### config.mk
export PLATFORM = sky130hd
export DESIGN_NAME = sliding_window_critical_detector_flat
export DESIGN_NICKNAME = d
export VERILOG_FILES = /design/src/hdl/swcd_pkg.sv /design/src/hdl/swcd_in_if.sv /design/src/hdl/swcd_out_if.sv /design/src/hdl/sliding_window_critical_detector.sv /design/src/hdl/swcd_window.sv /design/src/hdl/swcd_eval.sv /design/src/flat_wrapper.sv
export SDC_FILE = /design/constraint.sdc
export NUM_CORES = 1
export LEC_CHECK = 0
export ABC_AREA = 1
export BUFFER_PORTS_ARGS = -buffer_cell sky130_fd_sc_hd__buf_2
export CORE_MARGIN = 3
export CORE_UTILIZATION = 64
export DETAILED_ROUTE_END_ITERATION = 6
export HOLD_SLACK_MARGIN = 0.08
export PLACE_DENSITY = 0.82
export RECOVER_POWER = 50
export SETUP_SLACK_MARGIN = 0.3
export SKIP_CTS_REPAIR_TIMING = 1
export SLEW_MARGIN = 20
export SYNTH_ARGS = -nofsm -noshare
export SYNTH_HDL_FRONTEND = slang
export SYNTH_SLANG_ARGS = --single-unit
### constraint.sdc
create_clock -name clk -period 8.9 [get_ports clk]
set_input_delay 1.78 -clock clk [delete_from_list [all_inputs] [get_ports clk]]
set_output_delay 1.78 -clock clk [all_outputs]
set_load 0.1 [all_outputs]
### src/hdl/swcd_pkg.sv
// shared types, constants and register codes of the sliding-window critical detector
`default_nettype none

package swcd_pkg;

  localparam int READING_W      = 16;
  localparam int LIMIT_W        = 15;
  localparam int LOW_CNT_W      = 3;
  localparam int CRIT_COUNT_W   = 16;
  localparam int CFG_IDX_W      = 2;
  localparam int CFG_DATA_W     = 16;

  localparam int DEF_WINDOW_LEN = 5;
  localparam int DEF_COUNT_BITS = 16;

  localparam logic [LIMIT_W-1:0]           RST_VALID_MAX     = 15'd150;
  localparam logic signed [READING_W-1:0]  RST_LOW_LIMIT     = 16'sd70;
  localparam logic [LIMIT_W-1:0]           RST_AVG_MIN       = 15'd90;
  localparam logic [LOW_CNT_W-1:0]         RST_LOW_COUNT_MAX = 3'd3;

  typedef enum logic [CFG_IDX_W-1:0] {
    REG_VALID_MAX     = 2'd0,
    REG_LOW_LIMIT     = 2'd1,
    REG_AVG_MIN       = 2'd2,
    REG_LOW_COUNT_MAX = 2'd3
  } cfg_reg_t;

  typedef struct packed {
    logic [LIMIT_W-1:0]          valid_max;
    logic signed [READING_W-1:0] low_limit;
    logic [LIMIT_W-1:0]          avg_min;
    logic [LOW_CNT_W-1:0]        low_count_max;
  } cfg_t;

  // control word handed from the window stage to the evaluation stage
  typedef struct packed {
    logic valid;
    logic start;
    logic full;
  } stage_ctl_t;

endpackage

`default_nettype wire

### src/hdl/swcd_in_if.sv
// input channel: one reading and a start-of-series flag per transfer
`default_nettype none

interface swcd_in_if
  import swcd_pkg::*;
();
  logic                        valid;
  logic                        ready;
  logic signed [READING_W-1:0] reading;
  logic                        start_of_series;

  modport source (output valid, output reading, output start_of_series, input ready);
  modport sink   (input valid, input reading, input start_of_series, output ready);
endinterface

`default_nettype wire

### src/hdl/swcd_out_if.sv
// result channel: window status and running critical count per transfer
`default_nettype none

interface swcd_out_if
  import swcd_pkg::*;
();
  logic                    valid;
  logic                    ready;
  logic                    window_full;
  logic                    window_critical;
  logic [CRIT_COUNT_W-1:0] critical_count;

  modport source (output valid, output window_full, output window_critical,
                  output critical_count, input ready);
  modport sink   (input valid, input window_full, input window_critical,
                  input critical_count, output ready);
endinterface

`default_nettype wire

### src/hdl/sliding_window_critical_detector.sv
// an input transfer passes the window register, then the result register
// throughput: one reading per cycle unless out_chan stalls; the judging logic sits
//   between the window shift and result registers; the count register feeds itself
// reset: synchronous active-low rst_n clears the fill level, stage valids and the count,
//   and loads the thresholds with 150, 70, 90 and 3
`default_nettype none

module sliding_window_critical_detector
  import swcd_pkg::*;
#(
  parameter int WINDOW_LEN = DEF_WINDOW_LEN,
  parameter int COUNT_BITS = DEF_COUNT_BITS
) (
  input  wire logic                  clk,
  input  wire logic                  rst_n,
  swcd_in_if.sink                    in_chan,
  swcd_out_if.source                 out_chan,
  input  wire logic                  cfg_we,
  input  wire logic [CFG_IDX_W-1:0]  cfg_idx,
  input  wire logic [CFG_DATA_W-1:0] cfg_wdata
);

  cfg_t                                 cfg_r, cfg_nxt;
  stage_ctl_t                           ctl;
  logic [WINDOW_LEN-1:0][READING_W-1:0] win;
  logic                                 take;

  always_comb begin
    cfg_nxt = cfg_r;
    if (cfg_we) begin
      unique case (cfg_reg_t'(cfg_idx))
        REG_VALID_MAX:     cfg_nxt.valid_max     = cfg_wdata[LIMIT_W-1:0];
        REG_LOW_LIMIT:     cfg_nxt.low_limit     = $signed(cfg_wdata[READING_W-1:0]);
        REG_AVG_MIN:       cfg_nxt.avg_min       = cfg_wdata[LIMIT_W-1:0];
        REG_LOW_COUNT_MAX: cfg_nxt.low_count_max = cfg_wdata[LOW_CNT_W-1:0];
        default:           cfg_nxt = cfg_r;
      endcase
    end
  end

  always_ff @(posedge clk) begin
    if (!rst_n) begin
      cfg_r.valid_max     <= RST_VALID_MAX;
      cfg_r.low_limit     <= RST_LOW_LIMIT;
      cfg_r.avg_min       <= RST_AVG_MIN;
      cfg_r.low_count_max <= RST_LOW_COUNT_MAX;
    end else begin
      cfg_r <= cfg_nxt;
    end
  end

  swcd_window #(
    .WINDOW_LEN (WINDOW_LEN)
  ) u_window (
    .clk     (clk),
    .rst_n   (rst_n),
    .in_chan (in_chan),
    .take    (take),
    .ctl     (ctl),
    .win     (win)
  );

  swcd_eval #(
    .WINDOW_LEN (WINDOW_LEN),
    .COUNT_BITS (COUNT_BITS)
  ) u_eval (
    .clk      (clk),
    .rst_n    (rst_n),
    .cfg      (cfg_r),
    .ctl      (ctl),
    .win      (win),
    .take     (take),
    .out_chan (out_chan)
  );

endmodule

`default_nettype wire

### src/hdl/swcd_window.sv
// input stage: shift register of the last readings and the series fill level
`default_nettype none

module swcd_window
  import swcd_pkg::*;
#(
  parameter int WINDOW_LEN = DEF_WINDOW_LEN
) (
  input  wire logic                                     clk,
  input  wire logic                                     rst_n,
  swcd_in_if.sink                                       in_chan,
  input  wire logic                                     take,
  output stage_ctl_t                                    ctl,
  output logic [WINDOW_LEN-1:0][READING_W-1:0]          win
);

  localparam int FILL_W = $clog2(WINDOW_LEN + 1);
  localparam logic [FILL_W-1:0] FILL_FULL = FILL_W'(WINDOW_LEN);

  logic [WINDOW_LEN-1:0][READING_W-1:0] win_r, win_nxt;
  logic [FILL_W-1:0]                    fill_r, fill_nxt;
  stage_ctl_t                           ctl_r, ctl_nxt;
  logic                                 acc;

  assign in_chan.ready = !ctl_r.valid || take;
  assign acc           = in_chan.valid && in_chan.ready;

  always_comb begin
    win_nxt  = win_r;
    fill_nxt = fill_r;
    ctl_nxt  = ctl_r;
    if (acc) begin
      // oldest entry drops out at index 0, newest lands at the top
      for (int i = 0; i < WINDOW_LEN - 1; i++) begin
        win_nxt[i] = win_r[i+1];
      end
      win_nxt[WINDOW_LEN-1] = in_chan.reading;
      if (in_chan.start_of_series) begin
        fill_nxt = FILL_W'(1);
      end else if (fill_r < FILL_FULL) begin
        fill_nxt = fill_r + FILL_W'(1);
      end
      ctl_nxt.valid = 1'b1;
      ctl_nxt.start = in_chan.start_of_series;
      ctl_nxt.full  = (fill_nxt == FILL_FULL);
    end else if (take) begin
      ctl_nxt.valid = 1'b0;
    end
  end

  always_ff @(posedge clk) begin
    win_r <= win_nxt;
    if (!rst_n) begin
      fill_r <= '0;
      ctl_r  <= '0;
    end else begin
      fill_r <= fill_nxt;
      ctl_r  <= ctl_nxt;
    end
  end

  assign ctl = ctl_r;
  assign win = win_r;

endmodule

`default_nettype wire

### src/hdl/swcd_eval.sv
// evaluation stage: window criteria, saturating critical count and result register
`default_nettype none

module swcd_eval
  import swcd_pkg::*;
#(
  parameter int WINDOW_LEN = DEF_WINDOW_LEN,
  parameter int COUNT_BITS = DEF_COUNT_BITS
) (
  input  wire logic                                     clk,
  input  wire logic                                     rst_n,
  input  wire cfg_t                                     cfg,
  input  wire stage_ctl_t                               ctl,
  input  wire logic [WINDOW_LEN-1:0][READING_W-1:0]     win,
  output logic                                          take,
  swcd_out_if.source                                    out_chan
);

  localparam int CNT_W  = $clog2(WINDOW_LEN + 1);
  localparam int SUM_W  = LIMIT_W + CNT_W;
  localparam int LCMP_W = (CNT_W > LOW_CNT_W) ? CNT_W : LOW_CNT_W;

  logic [CNT_W-1:0]             lows, in_range;
  logic [SUM_W-1:0]             sum, need;
  logic                         over, crit;
  logic [COUNT_BITS-1:0]        count_r, count_nxt, count_base;
  logic                         out_valid_r, out_valid_nxt;
  logic                         full_r, crit_r;
  logic [CRIT_COUNT_W-1:0]      shown;

  always_comb begin
    lows     = '0;
    in_range = '0;
    sum      = '0;
    over     = 1'b0;
    for (int i = 0; i < WINDOW_LEN; i++) begin
      if ($signed(win[i]) > $signed({1'b0, cfg.valid_max})) begin
        over = 1'b1;
      end
      if ($signed(win[i]) < cfg.low_limit) begin
        lows = lows + CNT_W'(1);
      end
      // a non-negative reading fits in the low 15 bits
      if (!win[i][READING_W-1]) begin
        in_range = in_range + CNT_W'(1);
        sum      = sum + SUM_W'(win[i][READING_W-2:0]);
      end
    end
    need = SUM_W'(cfg.avg_min) * SUM_W'(in_range);
    crit = ctl.full && !over
           && (LCMP_W'(lows) < LCMP_W'(cfg.low_count_max))
           && (in_range != '0) && (sum >= need);
  end

  assign take = ctl.valid && (!out_valid_r || out_chan.ready);

  always_comb begin
    count_base = ctl.start ? '0 : count_r;
    count_nxt  = count_base;
    if (crit && (count_base != '1)) begin
      count_nxt = count_base + COUNT_BITS'(1);
    end
    out_valid_nxt = out_valid_r;
    if (take) begin
      out_valid_nxt = 1'b1;
    end else if (out_chan.ready) begin
      out_valid_nxt = 1'b0;
    end
  end

  always_ff @(posedge clk) begin
    if (take) begin
      full_r <= ctl.full;
      crit_r <= crit;
    end
    if (!rst_n) begin
      count_r     <= '0;
      out_valid_r <= 1'b0;
    end else begin
      if (take) begin
        count_r <= count_nxt;
      end
      out_valid_r <= out_valid_nxt;
    end
  end

  // count field caps at its own width when the counter is wider
  generate
    if (COUNT_BITS > CRIT_COUNT_W) begin : g_cap
      assign shown = (count_r[COUNT_BITS-1:CRIT_COUNT_W] != '0) ? '1
                                                                 : count_r[CRIT_COUNT_W-1:0];
    end else begin : g_ext
      assign shown = CRIT_COUNT_W'(count_r);
    end
  endgenerate

  assign out_chan.valid           = out_valid_r;
  assign out_chan.window_full     = full_r;
  assign out_chan.window_critical = crit_r;
  assign out_chan.critical_count  = shown;

endmodule

`default_nettype wire

### src/flat_wrapper.sv
// flat-port wrapper written by rule: the top's interface ports become plain ports
module sliding_window_critical_detector_flat import swcd_pkg::*;
#(
  parameter int WINDOW_LEN = DEF_WINDOW_LEN,
  parameter int COUNT_BITS = DEF_COUNT_BITS
)
  (clk, rst_n, cfg_we, cfg_idx, cfg_wdata, in_chan_valid, in_chan_reading, in_chan_start_of_series, in_chan_ready, out_chan_valid, out_chan_window_full, out_chan_window_critical, out_chan_critical_count, out_chan_ready);
  swcd_in_if in_chan_i ();
  swcd_out_if out_chan_i ();
  input  wire logic clk;
  input  wire logic rst_n;
  input  wire logic cfg_we;
  input  wire logic [CFG_IDX_W-1:0] cfg_idx;
  input  wire logic [CFG_DATA_W-1:0] cfg_wdata;
  input wire logic [$bits(in_chan_i.valid)-1:0] in_chan_valid;
  input wire logic [$bits(in_chan_i.reading)-1:0] in_chan_reading;
  input wire logic [$bits(in_chan_i.start_of_series)-1:0] in_chan_start_of_series;
  output wire logic [$bits(in_chan_i.ready)-1:0] in_chan_ready;
  output wire logic [$bits(out_chan_i.valid)-1:0] out_chan_valid;
  output wire logic [$bits(out_chan_i.window_full)-1:0] out_chan_window_full;
  output wire logic [$bits(out_chan_i.window_critical)-1:0] out_chan_window_critical;
  output wire logic [$bits(out_chan_i.critical_count)-1:0] out_chan_critical_count;
  input wire logic [$bits(out_chan_i.ready)-1:0] out_chan_ready;
  assign in_chan_i.valid = in_chan_valid;
  assign in_chan_i.reading = in_chan_reading;
  assign in_chan_i.start_of_series = in_chan_start_of_series;
  assign in_chan_ready = in_chan_i.ready;
  assign out_chan_valid = out_chan_i.valid;
  assign out_chan_window_full = out_chan_i.window_full;
  assign out_chan_window_critical = out_chan_i.window_critical;
  assign out_chan_critical_count = out_chan_i.critical_count;
  assign out_chan_i.ready = out_chan_ready;
  sliding_window_critical_detector #(.WINDOW_LEN(WINDOW_LEN), .COUNT_BITS(COUNT_BITS)) u_core (.clk(clk), .rst_n(rst_n), .in_chan(in_chan_i), .out_chan(out_chan_i), .cfg_we(cfg_we), .cfg_idx(cfg_idx), .cfg_wdata(cfg_wdata));
endmodule
* Yosys cells after proc, flatten, opt, wreduce, memory -nomap -nowiden
Cells that the tools add are included.
** Word-level totals
- Bits in registers :: 154
- Logic and storage cells :: 99
- Bits of input ports :: 40
** Operators by class
- Add/sub/neg operators :: 14
- Eq/ne operators :: 5
- Order comparisons :: 13
- Reductions and logical operators :: 20
- Multipliers :: 1
- Multiplexer cells :: 29
** Operators by type and width (count)
- > comparator 16 bit :: 5
- less-than comparator 16 bit :: 5
- adder 18 x 15 -> 18 bit :: 4
- 2-to-1 mux 18 bit :: 4
- 2-to-1 mux 3 bit :: 11
- 2-to-1 mux 16 bit :: 2
- adder 3 x 1 -> 3 bit (second input constant) :: 9
- >= comparator 18 bit :: 1
- multiplier 15 x 3 -> 18 bit :: 1
- adder 16 x 1 -> 16 bit (second input constant) :: 1
- != test 16 bit (second input constant) :: 1
- 2-to-1 mux 15 bit :: 1
- 2-to-1 mux 1 bit :: 11
- AND reduction 2 bit :: 4
- logical AND 1 bit :: 7
- == test 2 bit (second input constant) :: 2
- nonzero test 2 bit :: 2
- == test 3 bit (second input constant) :: 1
- logical NOT 1 bit :: 3
- less-than comparator 3 bit :: 1
- less-than comparator 3 bit (second input constant) :: 1
- nonzero test 3 bit :: 1
- == test 2 x 1 -> 1 bit (second input constant) :: 1
- logical NOT 2 bit :: 1
- logical OR 1 bit :: 2

* Longest topological paths before layout
Gate-level depths: netlist (run 1).
- Depth in word-level cells :: 16
- Depth in mapped cells :: 56

* Cells and area by module
From an unflattened synthesis (run 1), not the netlist that was laid out.
** Second synthesis, totals
- Cells, all modules :: 2094
- Area, all modules :: 15222.1 um^2
** By module, submodules not included
- swcd_eval :: times used 1, area each 10442.5 um^2, cells an instance 1673
- swcd_window :: times used 1, area each 2713.9 um^2, cells an instance 126
- sliding_window_critical_detector :: times used 1, area each 2065.7 um^2, cells an instance 295

* Worst setup path after synthesis (run 1)
No wires, ideal clock.
- Path type :: register -> register
- Start point :: register u_core.u_window.win_r, in the netlist u_core.u_window.win[15]
- End point :: register u_core.u_eval.count_r[13], in the netlist u_core.u_eval.out_chan.critical_count[13]
- Period minus slack after synthesis :: 7.482 ns
- Cell stages (with the launch flop) :: 53
- Setup slack :: 1.418 ns
- Data arrival time :: 7.367 ns
- Cell sequence :: edfxtp_1 -> clkbuf_1 -> nor2_1 -> ha_1 -> fa_1 -> nand3_1 -> nand3_1 -> nand2_1 -> inv_1 -> nand3_1 -> nand3_1 -> a21oi_1 -> o22ai_1 -> ha_1 -> nand2_1 -> or2_0 -> nand3_1 -> xnor2_1 -> [17 not listed] -> nand2_1 -> nand2_1 -> a21o_1 -> nand4_1 -> xnor2_1 -> ha_1 -> nand2_1 -> nor4_1 -> o211ai_1 -> nand4_1 -> nand4_4 -> nor2_8 -> nand3_4 -> nor2_8 -> buf_6 -> nand3_1 -> nand2_1 -> nor2_1
** Between the ends
- Cells in the longest elaborated chain, start to end :: 16
- Elaborated cells on any way between the ends :: 45
- Those cells by class :: 12 x add/sub; 1 x mul; 4 x order compare; 21 x mux; 7 x reduce/logical
** RTL lines
- start, declared :: RTL line swcd_window.sv:20 : logic [WINDOW_LEN-1:0][READING_W-1:0] win_r, win_nxt;
- start signal, assigned :: RTL line swcd_window.sv:52 : win_r <= win_nxt;
- branches (longest 13 deep; another with multiplier 15 x 3 -> 18 bit)
- logical AND 1 bit * :: RTL line swcd_eval.sv:52 : && (in_range != '0) && (sum >= need);
- logical AND 1 bit * :: RTL line swcd_eval.sv:60 : if (crit && (count_base != '1)) begin
- 2-to-1 mux 16 bit * :: RTL line swcd_eval.sv:60
- end signal, assigned :: RTL line swcd_eval.sv:81 : count_r <= count_nxt;
- end, declared :: RTL line swcd_eval.sv:26 : logic [COUNT_BITS-1:0] count_r, count_nxt, count_base;
Every way passes the cells marked *.
A chain may end at the register's enable or synchronous reset.

* Worst setup path after layout (run 1)
- Start point :: register u_core.u_window.win_r, in the netlist u_core.u_window.win[31]
- End point :: register u_core.u_eval.count_r[10], in the netlist u_core.u_eval.out_chan.critical_count[10]
** Between the ends
- Cells in the longest elaborated chain, start to end :: 14
- Elaborated cells on any way between the ends :: 38
- Those cells by class :: 9 x add/sub; 1 x mul; 4 x order compare; 17 x mux; 7 x reduce/logical
** RTL lines (RTL line)
- branches (longest 11 deep; another with multiplier 15 x 3 -> 18 bit)
- logical AND 1 bit * :: swcd_eval.sv:52
- logical AND 1 bit * :: swcd_eval.sv:60
- 2-to-1 mux 16 bit * :: swcd_eval.sv:60
Marks and branches as above.

==> run_results.csv, run 1 <==
group,metric,value,unit
place,dp_hpwl,30500,um
critical_path,endpoint,"u_core.u_eval.out_chan.critical_count[10]$_SDFFE_PN0P_",
die,die-area,0.0248,mm^2
drt,routedWlPerCell,16.9,um
sta,tightest_slew,4660,ps
drt,drtIter0Drc,986,
clocking,clk_latency,440,ps
die,die_h,157,um
sta,timing.final.crit_share,88.6,%
clocking,h-tree-depth,4,
logic_synthesis,syn_area,0.0147,mm^2
critical_path,r2r_start,"u_core.u_window.win[31]$_DFFE_PP_",
drt,via_per_inst,5.90,
sta,fin_ws,1010,ps
sta,slew_violations,142,
critical_path,path_common_cell,"nand2_1",
die,ioPinCount,60,
sta,max_freq,0.127,GHz
hold_path,hp-class,"reg -> reg",
run,maxCapViolCount,2,
drt,num_vias,13500,
logic_synthesis,synth_area_leaders,"ha_1 22%, edfxtp_1 17%, nand2_1 10%, dfxtp_1 9.8%, a21oi_1 6.8%",
outcome,status,"finished with violations",
critical_path,critPathCaptureType,"flop",
sta,skew,14.3,ps
critical_path,crit_fanout,15,
sta,setup_tns,0,ps
logic_synthesis,synth_warnings,0,
critical_path,max_stage_delay,620,ps
die,rows,54,
critical_path,crit_slowest_cell,"edfxtp_1",
power_and_ir_drop,ir_drop,0.159,mV
clocking,cts_tree,"yes",
cells_and_area,n_antenna_cell,0,
drt,firstDrtPassIters,5,
hold_path,min_path_cells,2,
place,routabilityCongestion,0.972,
place,place_ws,786,ps
drt,route.detailed.drc,0,
sta,slew_headroom,-210,%
sta,setup_viol,0,
critical_path,cp.arrival,8230,ps
logic_synthesis,yosys.area.top_type,"ha_1",
logic_synthesis,synthArstFlopShare,0,%
logic_synthesis,ys.flop_type,"edfxtp_1",
logic_synthesis,ys_ff_latch,154,
clocking,cts.sinks,154,
hold_path,hold_start,"u_core.cfg_r[2]$_SDFFE_PN0P_",
place,port_buffers,59,
die,coreArea,0.0222,mm^2
sta,hold_violations,0,
clocking,clk_pin_slew,80,ps
logic_synthesis,synthTopCellsByCount,"405 x nand2_1, 264 x inv_1, 258 x ha_1, 198 x a21oi_1, 134 x nor2_1",
logic_synthesis,synth_top_area_share,22.0,%
cells_and_area,nNetsFinal,2317,
global_routing,antenna_found_initial,0,
power_and_ir_drop,p_leak,7.82,nW
global_routing,grt_start_max_net_pins,81,
critical_path,cp-startpoint,"u_core.u_window.win[31]$_DFFE_PP_",
logic_synthesis,ys_types,53,
critical_path,ff2ff_path_depth,38,
sta,rsz0062_at_grt,"false",
global_routing,gr-total-overflow,0,
clocking,cts_buffers,17,
logic_synthesis,seq_area_frac_synth,26.6,%
clocking,cts-root-buf,"clkbuf_16",
cells_and_area,drive_gt1_share,6.85,%
sta,period_minus_slack,7890,ps
cells_and_area,syn_to_final_growth,8.27,%
global_routing,grt_use_total,31.9,%
clocking,clk_path_buf_depth,2,
power_and_ir_drop,power_density,174,mW/mm^2
drt,ant_nets,0,
critical_path,rrSetupSlack,1010,ps
global_routing,grt_pass1_vias,12900,
die,die_x,157,um
drt,detail_route.wirelength,38800,um
logic_synthesis,synth.net_count,2260,
logic_synthesis,synthCells,1944,
global_routing,grt_pass1_wl,62900,um
critical_path,worstSetupPathType,"reg -> reg",
critical_path,r2r-end,"u_core.u_eval.out_chan.critical_count[10]$_SDFFE_PN0P_",
logic_synthesis,synth_edf_count,82,
critical_path,cp.required,9240,ps
die,initial_utilization,66.2,%
critical_path,setup.worst_path.start_class,"flop",
outcome,violations,"capacitance limit, slew limit",
logic_synthesis,synth.most_common_cell,"nand2_1",
logic_synthesis,syn_avg_cell_area,7.55,um^2
==> area by class of cell <==
class                      count  area [um^2]
multi-input combinational   1483         9630
timing repair buffer          70          369
clock buffer                  17          425
fill                        1810         6280
sequential                   154         3900
inverter                     275         1040
clock inverter                15          170
tap                          280          350
==> layout by cell type (no fill, tap or decap), drive strengths merged, types with 26 or more instances in the layout <==
master,synthesis,layout
nand2,408,408
nor2,136,139
a21oi,198,198
nor3,26,26
dfxtp,72,72
o21ai,128,128
inv,275,282
edfxtp,82,82
ha,258,258
buf,15,67
nand4,29,29
nand3,111,112
xor2,40,40
==> critical path: cells and delay by family, from the launching register on <==
| kind | cells | cell delay, ps |
|---|---|---|
| and+or+nand+nor | 18 | 2350 |
| AOI/OAI and AO/OA | 7 | 1480 |
| buffers and inverters | 5 | 980 |
| xor gates and xnor gates | 2 | 400 |
| adders and majority gates | 6 | 1970 |
| DFF | 1 | 620 |
==> kinds of logic after synthesis <==
kind of cell | count (synthesis) | share of synthesized area (%)
AO/OA/AOI/OAI | 412 | 15.6
XOR/XNOR | 60 | 3.79
adder cells (fa/ha/maj) | 276 | 24.5
buffers and inverters | 311 | 8.16
flip-flops | 154 | 26.6
multiplexers | 3 | 0.205
AND/OR/NAND/NOR | 728 | 21.2
==> per-stage QoR <==
step / utilization, % / instances / power [mW] / hold slack [ps] / instance area [um^2]
after floorplan: - / 1944 / 1.73 / 430 / 14700
after global placement: 68.6 / 2253 / 1.95 / 457 / 15200
after detailed placement: 68.6 / 2253 / 1.99 / 459 / 15200
after CTS: 71.3 / 2285 / 2.74 / 471 / 15800
after global routing: 71.7 / 2294 / 2.98 / 504 / 15900
final: 71.7 / 2294 / 2.77 / 469 / 15900
==> worst min-delay path by stage <==
| stage | endpoint | slack [ps] |
|---|---|---|
| final | u_core.cfg_r[2]$_SDFFE_PN0P_ | 470 |
| after global routing | u_core.cfg_r[2]$_SDFFE_PN0P_ | 500 |
| after CTS | u_core.cfg_r[2]$_SDFFE_PN0P_ | 470 |
| after detailed placement | u_core.cfg_r[2]$_SDFFE_PN0P_ | 460 |
| after global placement | u_core.cfg_r[2]$_SDFFE_PN0P_ | 460 |
| after floorplan | u_core.cfg_r[0]$_SDFFE_PN1P_ | 430 |
==> power breakdown <==
part	switching [mW]	internal (mW)	total [mW]
Sequential	0.0459	0.790	0.836
Combinational	0.743	0.449	1.19
Clock	0.360	0.378	0.738
Total	1.15	1.62	2.77
==> registers in the layout (all words and copies together) (netlist names) <==
register,count
u_core.u_window.ctl,3
u_core.cfg_r,49
u_core.u_eval.out_chan.window_critical,1
u_core.u_eval.out_chan.window_full,1
u_core.u_eval.out_chan.valid,1
u_core.u_eval.out_chan.critical_count,16
u_core.u_window.fill_r,3
u_core.u_window.win,80
==> routing by layer <==
layer  GRT usage (%)  part of all wire [%]  vias to the layer above
li1                -                     -                     6720
met1            41.3                    42                     6184
met5               0                     0                        -
met3            5.58                   7.8                      101
met4            15.7                   4.8                        0
met2            51.8                    45                      521
(Power assumes the default switching activity.)
==> run 2, diff against run 1 <==
- BUFFER_PORTS_ARGS: -buffer_cell sky130_fd_sc_hd__buf_2 -> default
- CORE_ASPECT_RATIO: default -> 1.5
- CORE_UTILIZATION: 64 -> 45
- DONT_BUFFER_PORTS: default -> 1
- PLACE_DENSITY: 0.82 -> default
==> run 2 against run 1 <==
  * The run now ends clean
  * Count of clock-buffer cells in the layout up 4
  * Final cell count is 3.1% higher
  * Critical path depth increased by 12
  * Non-clock buffer count fell by 60
  * Largest power group unchanged
==> run_results.csv, run 2 (same netlist as run 1, synthesis figures left out) <==
group,metric,value,unit
critical_path,crit_slowest_cell,"fa_1",
place,dp_hpwl,33300,um
cells_and_area,drive_gt1_share,4.25,%
sta,tightest_slew,1490,ps
drt,num_vias,12800,
cells_and_area,nNetsFinal,2257,
clocking,cts.sinks,154,
clocking,cts_tree,"yes",
clocking,h-tree-depth,4,
cells_and_area,layout_common_cells,"405 x nand2_1, 263 x inv_1, 256 x ha_1",
place,port_buffers,0,
drt,routedWlPerCell,17.2,um
power_and_ir_drop,p_leak,7.58,nW
power_and_ir_drop,power_density,175,mW/mm^2
die,rows,80,
cells_and_area,fillCellCount,3145,
critical_path,cp.arrival,8230,ps
global_routing,antenna_found_initial,0,
outcome,status,"completed",
hold_path,hp-class,"reg -> reg",
global_routing,grt_pass1_vias,12400,
clocking,cts-root-buf,"clkbuf_16",
die,die_h,227,um
drt,via_per_inst,5.40,
global_routing,gr-total-overflow,0,
cells_and_area,n_antenna_cell,0,
sta,timing.final.crit_share,88.8,%
sta,max_freq,0.127,GHz
critical_path,rrSetupSlack,990,ps
drt,drtIter0Drc,717,
global_routing,grt_pass1_wl,64200,um
place,routabilityCongestion,0.926,
drt,firstDrtPassIters,5,
die,coreArea,0.0319,mm^2
critical_path,worstSetupPathType,"reg -> reg",
sta,skew,11.8,ps
clocking,cts_buffers,17,
cells_and_area,final_common_cell,"nand2_1",
sta,period_minus_slack,7910,ps
sta,setup_tns,0,ps
cells_and_area,largest_reg_flops,80,
cells_and_area,syn_to_final_growth,7.81,%
sta,setup_viol,0,
cells_and_area,final_area,0.0158,mm^2
die,die_x,153,um
place,place_area,0.0151,mm^2
critical_path,setup.worst_path.start_class,"flop",
sta,slew_headroom,0.430,%
clocking,clk_path_buf_depth,2,
drt,route.detailed.drc,0,
drt,detail_route.wirelength,40600,um
critical_path,max_stage_delay,390,ps
power_and_ir_drop,total_power,2.77,mW
clocking,clk_pin_slew,70,ps
global_routing,grt_start_max_net_pins,66,
cells_and_area,fin_cells,2364,
sta,rsz0062_at_grt,"false",
drt,ant_nets,0,
clocking,clk_latency,450,ps
sta,hold_violations,0,
critical_path,critPathCaptureType,"flop",
critical_path,cp.required,9230,ps
die,die-area,0.0348,mm^2
die,initial_utilization,45.9,%
power_and_ir_drop,ir_drop,0.158,mV
sta,slew_violations,0,
run,maxCapViolCount,0,
critical_path,crit_fanout,15,
critical_path,path_common_cell,"nand2_1",
place,dp_cells,2325,
global_routing,grt_use_total,23.3,%
die,ioPinCount,60,
[run 2: final timing paths]
kind | from | to | cells past startpoint
worst min-delay path | u_core.cfg_r[16]$_SDFFE_PN0P_ | u_core.cfg_r[16]$_SDFFE_PN0P_ | 2
worst max-delay path | u_core.u_window.win[15]$_DFFE_PP_ | u_core.u_eval.out_chan.critical_count[0]$_SDFFE_PN0P_ | 50
worst max register to register | u_core.u_window.win[15]$_DFFE_PP_ | u_core.u_eval.out_chan.critical_count[0]$_SDFFE_PN0P_ | 50
worst min register to register | u_core.cfg_r[16]$_SDFFE_PN0P_ | u_core.cfg_r[16]$_SDFFE_PN0P_ | 2
[run 2: metal layers]
layer	track usage [%]	part of all wire, %	vias to the layer above
li1	-	-	6607
met3	3.88	3.5	52
met2	45.5	54	222
met5	0	0	-
met1	25.2	40	5873
met4	8.58	3.1	0
[run 2: worst max-delay path, delay by kind of cell (launching register included)]
kind / cells / cell delay [ps]
adder cells (fa/ha/maj): 6 / 1870
multiplexers: 1 / 140
XOR/XNOR: 2 / 250
buffers and inverters: 4 / 410
AO/OA/AOI/OAI: 7 / 1010
AND/OR/NAND/NOR: 30 / 3730
flip-flops: 1 / 340
[run 2: power by group]
group	switching [mW]	internal, mW	total, mW
sequential	0.0490	0.788	0.837
clock	0.327	0.434	0.761
combinational	0.730	0.442	1.17
[run 2: cell type report]
type,instances,area (um^2),area share [%]
multi-input cells,1483,9670,61.2
well taps,410,513,3.24
clock buffers,21,493,3.12
repair buffers,10,71.3,0.451
flip-flops and latches,154,3900,24.7
clock inverters,11,120,0.760
inverters,275,1040,6.57
[run 2: per-stage QoR]
stage	utilization (%)	setup WS, ps	hold WS, ps
finish	49.5	995	488
floorplan	-	1420	430
CTS	49.1	541	497
global route	49.5	281	517
global placement	47.2	757	474
detailed placement	47.2	572	486
